--- src/rtl/wpw_pkg.sv ---
package wpw_pkg;

    localparam int          TABLE_DEPTH_DEF  = 1024;
    localparam logic [16:0] MAX_FRAME        = 17'd65536;
    localparam logic [16:0] FRAME_LENGTH_RST = 17'd65536;
    localparam int          PADDR_W          = 5;
    localparam int          PDATA_W          = 32;

    localparam logic [2:0] MODE_SQUARE   = 3'd0;
    localparam logic [2:0] MODE_TRIANGLE = 3'd1;
    localparam logic [2:0] MODE_COS      = 3'd2;
    localparam logic [2:0] MODE_COS_SQ   = 3'd3;
    localparam logic [2:0] MODE_CARRIER  = 3'd4;

    localparam logic [2:0] REG_WAVE_MODE    = 3'd0;
    localparam logic [2:0] REG_AMPLITUDE    = 3'd1;
    localparam logic [2:0] REG_HALF_WIDTH   = 3'd2;
    localparam logic [2:0] REG_FRAME_LENGTH = 3'd3;
    localparam logic [2:0] REG_PHASE_STEP   = 3'd4;
    localparam logic [2:0] REG_RAMP_SLOPE   = 3'd5;

    typedef struct packed {
        logic [2:0]  wave_mode;
        logic [14:0] amplitude;
        logic [16:0] half_width;
        logic [16:0] frame_length;
        logic [31:0] phase_step;
        logic [31:0] ramp_slope;
    } t_cfg;

    function automatic logic signed [15:0] sat16(input logic signed [49:0] v);
        logic signed [15:0] res;
        if (v > 50'sd32767) begin
            res = 16'sh7fff;
        end else if (v < -50'sd32768) begin
            res = 16'sh8000;
        end else begin
            res = v[15:0];
        end
        return res;
    endfunction

    // quarter wave entry, q30 taylor series to x^14, rounded to q15
    function automatic logic [15:0] cos_entry(input int k, input int log2_depth);
        logic [63:0]        x;
        logic [63:0]        x2;
        logic [63:0]        term;
        logic signed [63:0] sum;
        logic [63:0]        q;
        x    = (64'(k) * 64'd3373259426) >> (log2_depth + 1);
        x2   = (x * x) >> 30;
        term = 64'd1 << 30;
        sum  = 64'sd1 << 30;
        term = ((term * x2) >> 30) / 64'd2;
        sum  = sum - $signed(term);
        term = ((term * x2) >> 30) / 64'd12;
        sum  = sum + $signed(term);
        term = ((term * x2) >> 30) / 64'd30;
        sum  = sum - $signed(term);
        term = ((term * x2) >> 30) / 64'd56;
        sum  = sum + $signed(term);
        term = ((term * x2) >> 30) / 64'd90;
        sum  = sum - $signed(term);
        term = ((term * x2) >> 30) / 64'd132;
        sum  = sum + $signed(term);
        term = ((term * x2) >> 30) / 64'd182;
        sum  = sum - $signed(term);
        if (sum < 0) begin
            sum = '0;
        end
        q = ($unsigned(sum) + 64'd16384) >> 15;
        if (q > 64'd32767) begin
            q = 64'd32767;
        end
        return q[15:0];
    endfunction

endpackage

--- src/rtl/wpw_cfg.sv ---
module wpw_cfg
    import wpw_pkg::*;
(
    input  logic               i_clk,
    input  logic               i_rst_n,
    input  logic               psel,
    input  logic               penable,
    input  logic               pwrite,
    input  logic [PADDR_W-1:0] paddr,
    input  logic [PDATA_W-1:0] pwdata,
    output logic [PDATA_W-1:0] prdata,
    output logic               pready,
    output t_cfg               o_cfg
);

    t_cfg       r_cfg;
    t_cfg       n_cfg;
    logic [2:0] w_idx;
    logic       w_wr;

    assign w_idx  = paddr[PADDR_W-1:2];
    assign w_wr   = psel & penable & pwrite;
    assign pready = 1'b1;
    assign o_cfg  = r_cfg;

    always_comb begin
        n_cfg = r_cfg;
        if (w_wr) begin
            unique case (w_idx)
                REG_WAVE_MODE:    n_cfg.wave_mode    = pwdata[2:0];
                REG_AMPLITUDE:    n_cfg.amplitude    = pwdata[14:0];
                REG_HALF_WIDTH:   n_cfg.half_width   = pwdata[16:0];
                REG_FRAME_LENGTH: n_cfg.frame_length = pwdata[16:0];
                REG_PHASE_STEP:   n_cfg.phase_step   = pwdata;
                REG_RAMP_SLOPE:   n_cfg.ramp_slope   = pwdata;
                default: ;
            endcase
        end
    end

    always_ff @(posedge i_clk) begin
        if (!i_rst_n) begin
            r_cfg.wave_mode    <= MODE_SQUARE;
            r_cfg.amplitude    <= '0;
            r_cfg.half_width   <= '0;
            r_cfg.frame_length <= FRAME_LENGTH_RST;
            r_cfg.phase_step   <= '0;
            r_cfg.ramp_slope   <= '0;
        end else begin
            r_cfg <= n_cfg;
        end
    end

    always_comb begin
        unique case (w_idx)
            REG_WAVE_MODE:    prdata = {29'd0, r_cfg.wave_mode};
            REG_AMPLITUDE:    prdata = {17'd0, r_cfg.amplitude};
            REG_HALF_WIDTH:   prdata = {15'd0, r_cfg.half_width};
            REG_FRAME_LENGTH: prdata = {15'd0, r_cfg.frame_length};
            REG_PHASE_STEP:   prdata = r_cfg.phase_step;
            REG_RAMP_SLOPE:   prdata = r_cfg.ramp_slope;
            default:          prdata = '0;
        endcase
    end

endmodule

--- config.mk ---
export PLATFORM = sky130hd
export DESIGN_NAME = wpw_cfg
export DESIGN_NICKNAME = d
export VERILOG_FILES = /design/src/rtl/wpw_pkg.sv /design/src/rtl/wpw_cfg.sv
export SDC_FILE = /design/constraint.sdc
export NUM_CORES = 1
export LEC_CHECK = 0
export BUFFER_PORTS_ARGS = -buffer_cell sky130_fd_sc_hd__buf_2
export CORE_MARGIN = 1.5
export CORE_UTILIZATION = 29
export CTS_BUF_LIST = sky130_fd_sc_hd__clkbuf_16
export CTS_CLUSTER_SIZE = 12
export DETAILED_ROUTE_END_ITERATION = 8
export GPL_TIMING_DRIVEN = 0
export SKIP_CTS_REPAIR_TIMING = 1
export SYNTH_ARGS = -nofsm -noshare
export SYNTH_HDL_FRONTEND = slang
export SYNTH_SLANG_ARGS = --single-unit
--- constraint.sdc ---
create_clock -name i_clk -period 1.2 [get_ports i_clk]
set_input_delay 0.06 -clock i_clk [delete_from_list [all_inputs] [get_ports i_clk]]
set_output_delay 0.06 -clock i_clk [all_outputs]
set_load 0.01 [all_outputs]
* Word-level counts from Yosys, hierarchy flattened
Cells that the tools add are included.
** Storage, ports and cells
- Bits in registers :: 116
- Input bits :: 42
- Output and inout bits :: 149
** Cells by class
- Equality and inequality tests :: 5
- Mux-type cells :: 1
- Bitwise operators :: 2
- Reduce and logical (&&, ||, !) cells :: 7
** Operators by type and width (count)
- $pmux W32 S6 :: 1
- $reduce_and A2 Y1 :: 6
- $eq A3 B2 Y1 const B :: 2
- $eq A3 B3 Y1 const B :: 2
- $eq A3 B1 Y1 const B :: 1
- $logic_not A3 Y1 :: 1
- $and A1 B1 Y1 :: 2

* Depth between registers and ports, before layout
Gate-level depths: netlist of the first run.
- Depth in word-level cells :: 3
- Mapped depth :: 6

* Least setup slack after synthesis of the first run
No wires, ideal clock.
- Kind :: input to register
- From :: input paddr[4]
- To :: register r_cfg, in the netlist o_cfg[89]
- Arrival time :: 1.148 ns
- Required time :: 1.128 ns
- Slack :: -0.020 ns
- Stages on the path :: 6
- Cell sequence :: buf_2 -> nand2b_1 -> buf_2 -> nor2_4 -> buf_4 -> mux2i_1
** Between the ends
- Word-level cells in the longest chain between the ends :: 2
** RTL lines
- start: declaration :: line wpw_cfg.sv:9 : input logic [PADDR_W-1:0] paddr,
- $eq A3 B2 Y1 :: line wpw_cfg.sv:29 : unique case (w_idx)
- $reduce_and A2 Y1 (no line)
- end signal: assignment :: line wpw_cfg.sv:50 : r_cfg <= n_cfg;
- end: declaration :: line wpw_cfg.sv:16 : t_cfg r_cfg;
No other way between the ends.
A chain may end at the register's enable or synchronous reset.

* Final worst setup path of the first run
- From :: register r_cfg, in the netlist o_cfg[113]
- To :: output prdata[0]
** Between the ends
- Word-level cells in the longest chain between the ends :: 1
** RTL lines
- $pmux W32 S6 :: line wpw_cfg.sv:55 : unique case (w_idx)
- end: declaration :: line wpw_cfg.sv:11 : output logic [PDATA_W-1:0] prdata,
No other way between the ends.

==> metrics.txt, run 1 <==
most frequent cells in the layout=189 x buf_2, 161 x mux2i_1, 150 x nand2_1, 67 x dfxtp_1, 49 x dfxtp_2; HPWL Detailed=12800 um; Synthesis Warnings=0; Switching Power=approximately 2.3 mW; CP Launch Type=register; Die W=136 um; Final WS setup=-0.227 ns; Clock Latency Late Sink=0.41 ns; layout cell share with drive strength beyond 1=40.9%; clock tree root buffer cell=clkbuf_16; TritonRoute pass-1 iters=5; largest net degree at the start of global routing=17; # DRC=0; Final Cycle Share=119%; setup tns final=-2.17 ns; IO buf count=about 190; vias per inst=about 4.7; Antenna Nets Post-Route=0; clk slew on worst S/H paths=0.06 ns; Reg2Reg Setup Slack=0.50 ns; fin crit period=1.43 ns; core area=0.0174 sq mm; post-layout util=43.2%; post-synthesis sequential area ratio=44.9%; Clock Path Buffers=2; initial antenna violation count=0; Net Count, Synth=582; die area=approximately 0.019 sq mm; Worst path max stage delay=0.33 ns; routability-driven placement congestion ratio=0.755; via count=4783; GRT overflow=0; Total GRT Usage=19.7%; Avg WL per Cell=18.2 um; DRT Wirelength=18600 um; Int Power=7.56 mW; Worst Tran Pin Value=0.714 ns; worst endpoint data arrival time=1.37 ns; # rows=48; syn_area_per_cell=~9.6 sq um; crit end category=output port; Worst slew margin=52.4%; area grow syn2layout=44.9%; Final Hold Viols=0; power share of the combinational group=7.1%; Setup Viol. Count Final=16; Filler cells=1742; Clk network pwr share=53.1%; max-cap viol count=0; Tightest Hold Check Type=input pin to register; RSZ-0062 raised after global routing=true; CTS tree=built; fin nets=just over 800; max reg flops=116; Seq cells post-synth=116; sw frac=23.0%; failing checks=negative setup slack; commonest non-fill, non-tap cell in the layout=buf_2; Worst Clk Skew=0 ns; Die Y=136 um; crit-path cells=mux2i_1, or3_1, o221ai_2, buf_2; worst-path fanout max=3; sequential share of power=between 30% and 40%; Pins Over Slew Limit=0; Total Power=between 9 and 10 mW; CP required=about 1.1 ns; Netlist cell types=28; ANT cells=0; Slowest-stage cell, CP=dfxtp_2; pre-CTS setup slack=-0.979 ns; Post-Syn Area=between 0.005 and 0.006 sq mm; Sink Count=116; CP Class=register to output port; first-pass GRT wire length=26600 um; cells after synthesis=540; vias in the first global route=~4.4k; I/O pin count=between 150 and 200; Initial DRC Count=around 240; fmax=701 MHz; PD cells=between 1000 and 1500 mW/mm^2; leakage=~3.5 nW; VDD IR max=0.997 mV; status=finished, violations left; initial core utilization=29.8%; total CTS buffers=17; CTS HTree Levels=4
critical path, delay by kind of cell, from the launching register on:
kind            cells  cell delay (ns)
buf+inv             1             0.17
simple gates        1             0.33
mux                 1             0.06
compound gates      1             0.06
flops               1             0.33
area by class of cell:
class	instances	area [sq um]	area share, %
Inverter	2	7.51	0.100
Clock buffer	17	425	5.68
Tap cell	225	282	3.76
Timing Repair Buffer	222	1250	16.7
Multi-Input combinational cell	379	2690	35.9
Sequential cell	116	2380	31.8
Buffer	42	283	3.78
Clock inverter	14	171	2.29
power groups by stage:
stage               clock, mW  sequential (mW)  combinational [mW]
floorplan                   0             4.00               0.319
global placement            0             3.99               0.603
detailed placement          0             3.99               0.607
CTS                      5.29             3.91               0.608
global route             5.49             3.91               0.747
finish                   5.22             3.91               0.693
final timing paths:
| check | depth (start not counted) | end | start |
|---|---|---|---|
| hold reg to reg | 2 | o_cfg[15] | o_cfg[15] |
| setup reg to reg | 2 | o_cfg[80] | o_cfg[80] |
| setup / recovery | 4 | prdata[0] | o_cfg[113] |
| hold / removal | 3 | o_cfg[12] | pwdata[12] |
kinds of logic after synthesis:
group | share of synthesized area (%)
other | 0.0726
AOI/OAI and AO/OA | 4.60
muxes | 32.0
buffers and inverters | 4.16
DFF | 44.9
and+or+nand+nor | 14.2
per-layer routing:
layer / vias to the layer above / routed length, um / share of wire, % / global-route usage (%)
met5: - / 0 / 0 / 0
met4: 0 / 126 / 0.68 / 4.79
met3: 10 / 1310 / 7.0 / 6.30
met2: 143 / 8550 / 46 / 30.8
met1: 2299 / 8580 / 46 / 26.3
li1: 2331 / - / - / -
synth_stat cells:
library cell	number	area, sq um
mux2i_1	162	1620
nand2_1	150	563
dfxtp_1	116	2320
clkbuf_1	20	75.1
nor2_1	16	60.1
buf_2	13	65.1
o22ai_1	11	68.8
a21o_1	9	67.6
buf_4	8	60.1
mux2_2	3	33.8
nand2b_1	3	18.8
o21ai_0	3	15.0
o221ai_1	3	26.3
or3_1	3	18.8
a22oi_1	2	15.0
a2bb2oi_1	2	17.5
buf_1	2	7.51
inv_1	2	7.51
nor2_2	2	12.5
nor2_4	2	22.5
a21oi_1	1	5.00
a31oi_1	1	6.26
conb_1	1	3.75
nand4_4	1	21.3
nand4b_1	1	8.76
nor3b_1	1	7.51
o21a_1	1	7.51
o311ai_0	1	8.76
metrics by stage:
stage	cell area, sq um	std cells	hold slack [ns]
after floorplan	5170	540	0.225
after global placement	6380	950	0.340
after detailed placement	6380	950	0.344
after CTS	6980	981	-0.100
after global routing	7490	1017	0.0174
final	7490	1017	0.00651
Power figures use the tool's default switching activity.
==> run 2, diff against run 1 <==
REMOVE_ABC_BUFFERS = 1   (was not set)
==> run 2 against run 1 <==
Compared with the run above: the flow finishes with violations (negative hold slack, negative setup slack); cell area shrank 1.5%; clock skew unchanged; sequential power about the same; via count shrank 5.9%; count of clock-buffer cells in the layout did not move; flip-flop and latch count did not move; critical path depth unchanged; critical path type unchanged; largest cell class unchanged.
==> metrics.txt, run 2 (synthesized netlist as in run 1, its figures left out) <==
status=finished, violations left; failing checks=negative hold slack, negative setup slack; layout cell share with drive strength beyond 1=between 30% and 40%; I/O pin count=191; Tightest Hold Check Type=input pin to register; fmax=a little over 700 MHz; Avg WL per Cell=~15 um; Placed Area=between 0.006 and 0.007 sq mm; VDD IR max=0.935 mV; placed cell count=914; Final WS setup=-0.212 ns; CP Launch Type=register; fin crit period=1.41 ns; IO buf count=187; FF/Latch Area=0.00238 sq mm; # rows=48; die area=0.0186 sq mm; commonest non-fill, non-tap cell in the layout=buf_2; initial core utilization=29.8%; CTS tree=built; area grow syn2layout=42.8%; Die Y=roughly 140 um; initial antenna violation count=0; vias in the first global route=3970; grt met1 use=21.2%; HPWL Detailed=9890 um; Die W=136 um; CTS HTree Levels=4; Final Cycle Share=118%; PD cells=around 1300 mW/mm^2; crit end category=output port; worst-path fanout max=3; worst endpoint data arrival time=about 1.4 ns; met3 usage in global routing=4.51%; GR peak layer=met2; fin nets=785; largest net degree at the start of global routing=between 70 and 80; design area=0.00738 sq mm; # DRC=0; max-cap viol count=0; Worst Tran Pin Value=0.547 ns; Final Hold Viols=4; Initial DRC Count=184; clk slew on worst S/H paths=0.05 ns; vias per inst=4.59; CP Class=register to output port; Finished Layout Cells=slightly below 1k; Clock Latency Late Sink=0.40 ns; leakage=around 3.4 nW; Clock Path Buffers=2; Total Power=9.67 mW; clock tree root buffer cell=clkbuf_16; first-pass GRT wire length=about 22000 um; routability-driven placement congestion ratio=0.710; RSZ-0062 raised after global routing=true; TritonRoute pass-1 iters=4; core area=0.0174 sq mm; via count=4500; Pins Over Slew Limit=0; Worst Clk Skew=0 ns; Setup Viol. Count Final=31; Sink Count=116; Multi-input gate area=~0.0027 sq mm; ANT cells=0; CP required=between 1 and 1.5 ns; most frequent cells in the layout=183 x buf_2, 160 x mux2i_1, 150 x nand2_1, 73 x dfxtp_1, 43 x dfxtp_2; max reg flops=116; worst hold slack=-0.00767 ns; DRT Wirelength=15000 um; total CTS buffers=17; Antenna Nets Post-Route=0; Total GRT Usage=15.7%; GRT overflow=0; M2 GR Usage=23.6%; Worst slew margin=63.6%; Filler cells=1719
-- run 2: cell types whose count changed in the layout (fill, tap and decap cells not counted), moves of 5 or more --
cell / delta
clkbuf_1: -17
buf_4: -10
buf_2: -6
dfxtp_1: +6
dfxtp_2: -6
buf_12: +5
-- run 2: final timing paths --
check	endpoint	slack [ns]	cells past startpoint	startpoint
setup / recovery	prdata[0]	-0.21	4	o_cfg[98]
hold / removal	o_cfg[15]	-0.008	3	pwdata[15]
setup reg to reg	o_cfg[45]	0.51	3	o_cfg[45]
hold reg to reg	o_cfg[47]	0.46	2	o_cfg[47]
-- run 2: report_power, final --
part / internal (mW) / leakage (nW) / total, mW / switching (mW)
registers: 3.89 / 0.956 / 3.91 / 0.0217
clock network: 3.41 / 0.303 / 5.16 / 1.74
logic: 0.250 / 2.19 / 0.611 / 0.361
total: 7.55 / 3.45 / 9.67 / 2.13
-- run 2: layout make-up --
class,count,area share (%)
inverter,2,0.102
multi-input combinational,379,36.6
clock buffer,17,5.77
sequential,116,32.2
tap,225,3.82
clock inverter,15,2.32
timing repair buffer,227,19.2
-- run 2: routing by layer --
metal / vias to the layer above / share of wire (%)
li1: 2247 / -
met1: 2115 / 48
met2: 124 / 45
met3: 14 / 5.6
met4: 0 / 1.1
met5: - / 0
-- run 2: critical path: stages (launching register included) --
cell and delay [ns]:
dfxtp_2 0.34, mux2i_1 0.07, or3_1 0.33, o221ai_2 0.06, buf_2 0.15
-- run 2: stage by stage --
step	worst slack [ns]	utilization, %	TNS [ns]
finish	-0.212	42.5	-2.84
global route	-0.291	42.5	-4.91
CTS	-1.41	39.8	-118.85
detailed placement	-1.56	36.3	-169.29
global placement	-3.11	35.6	-330.22
floorplan	-1.12	-	-71.72
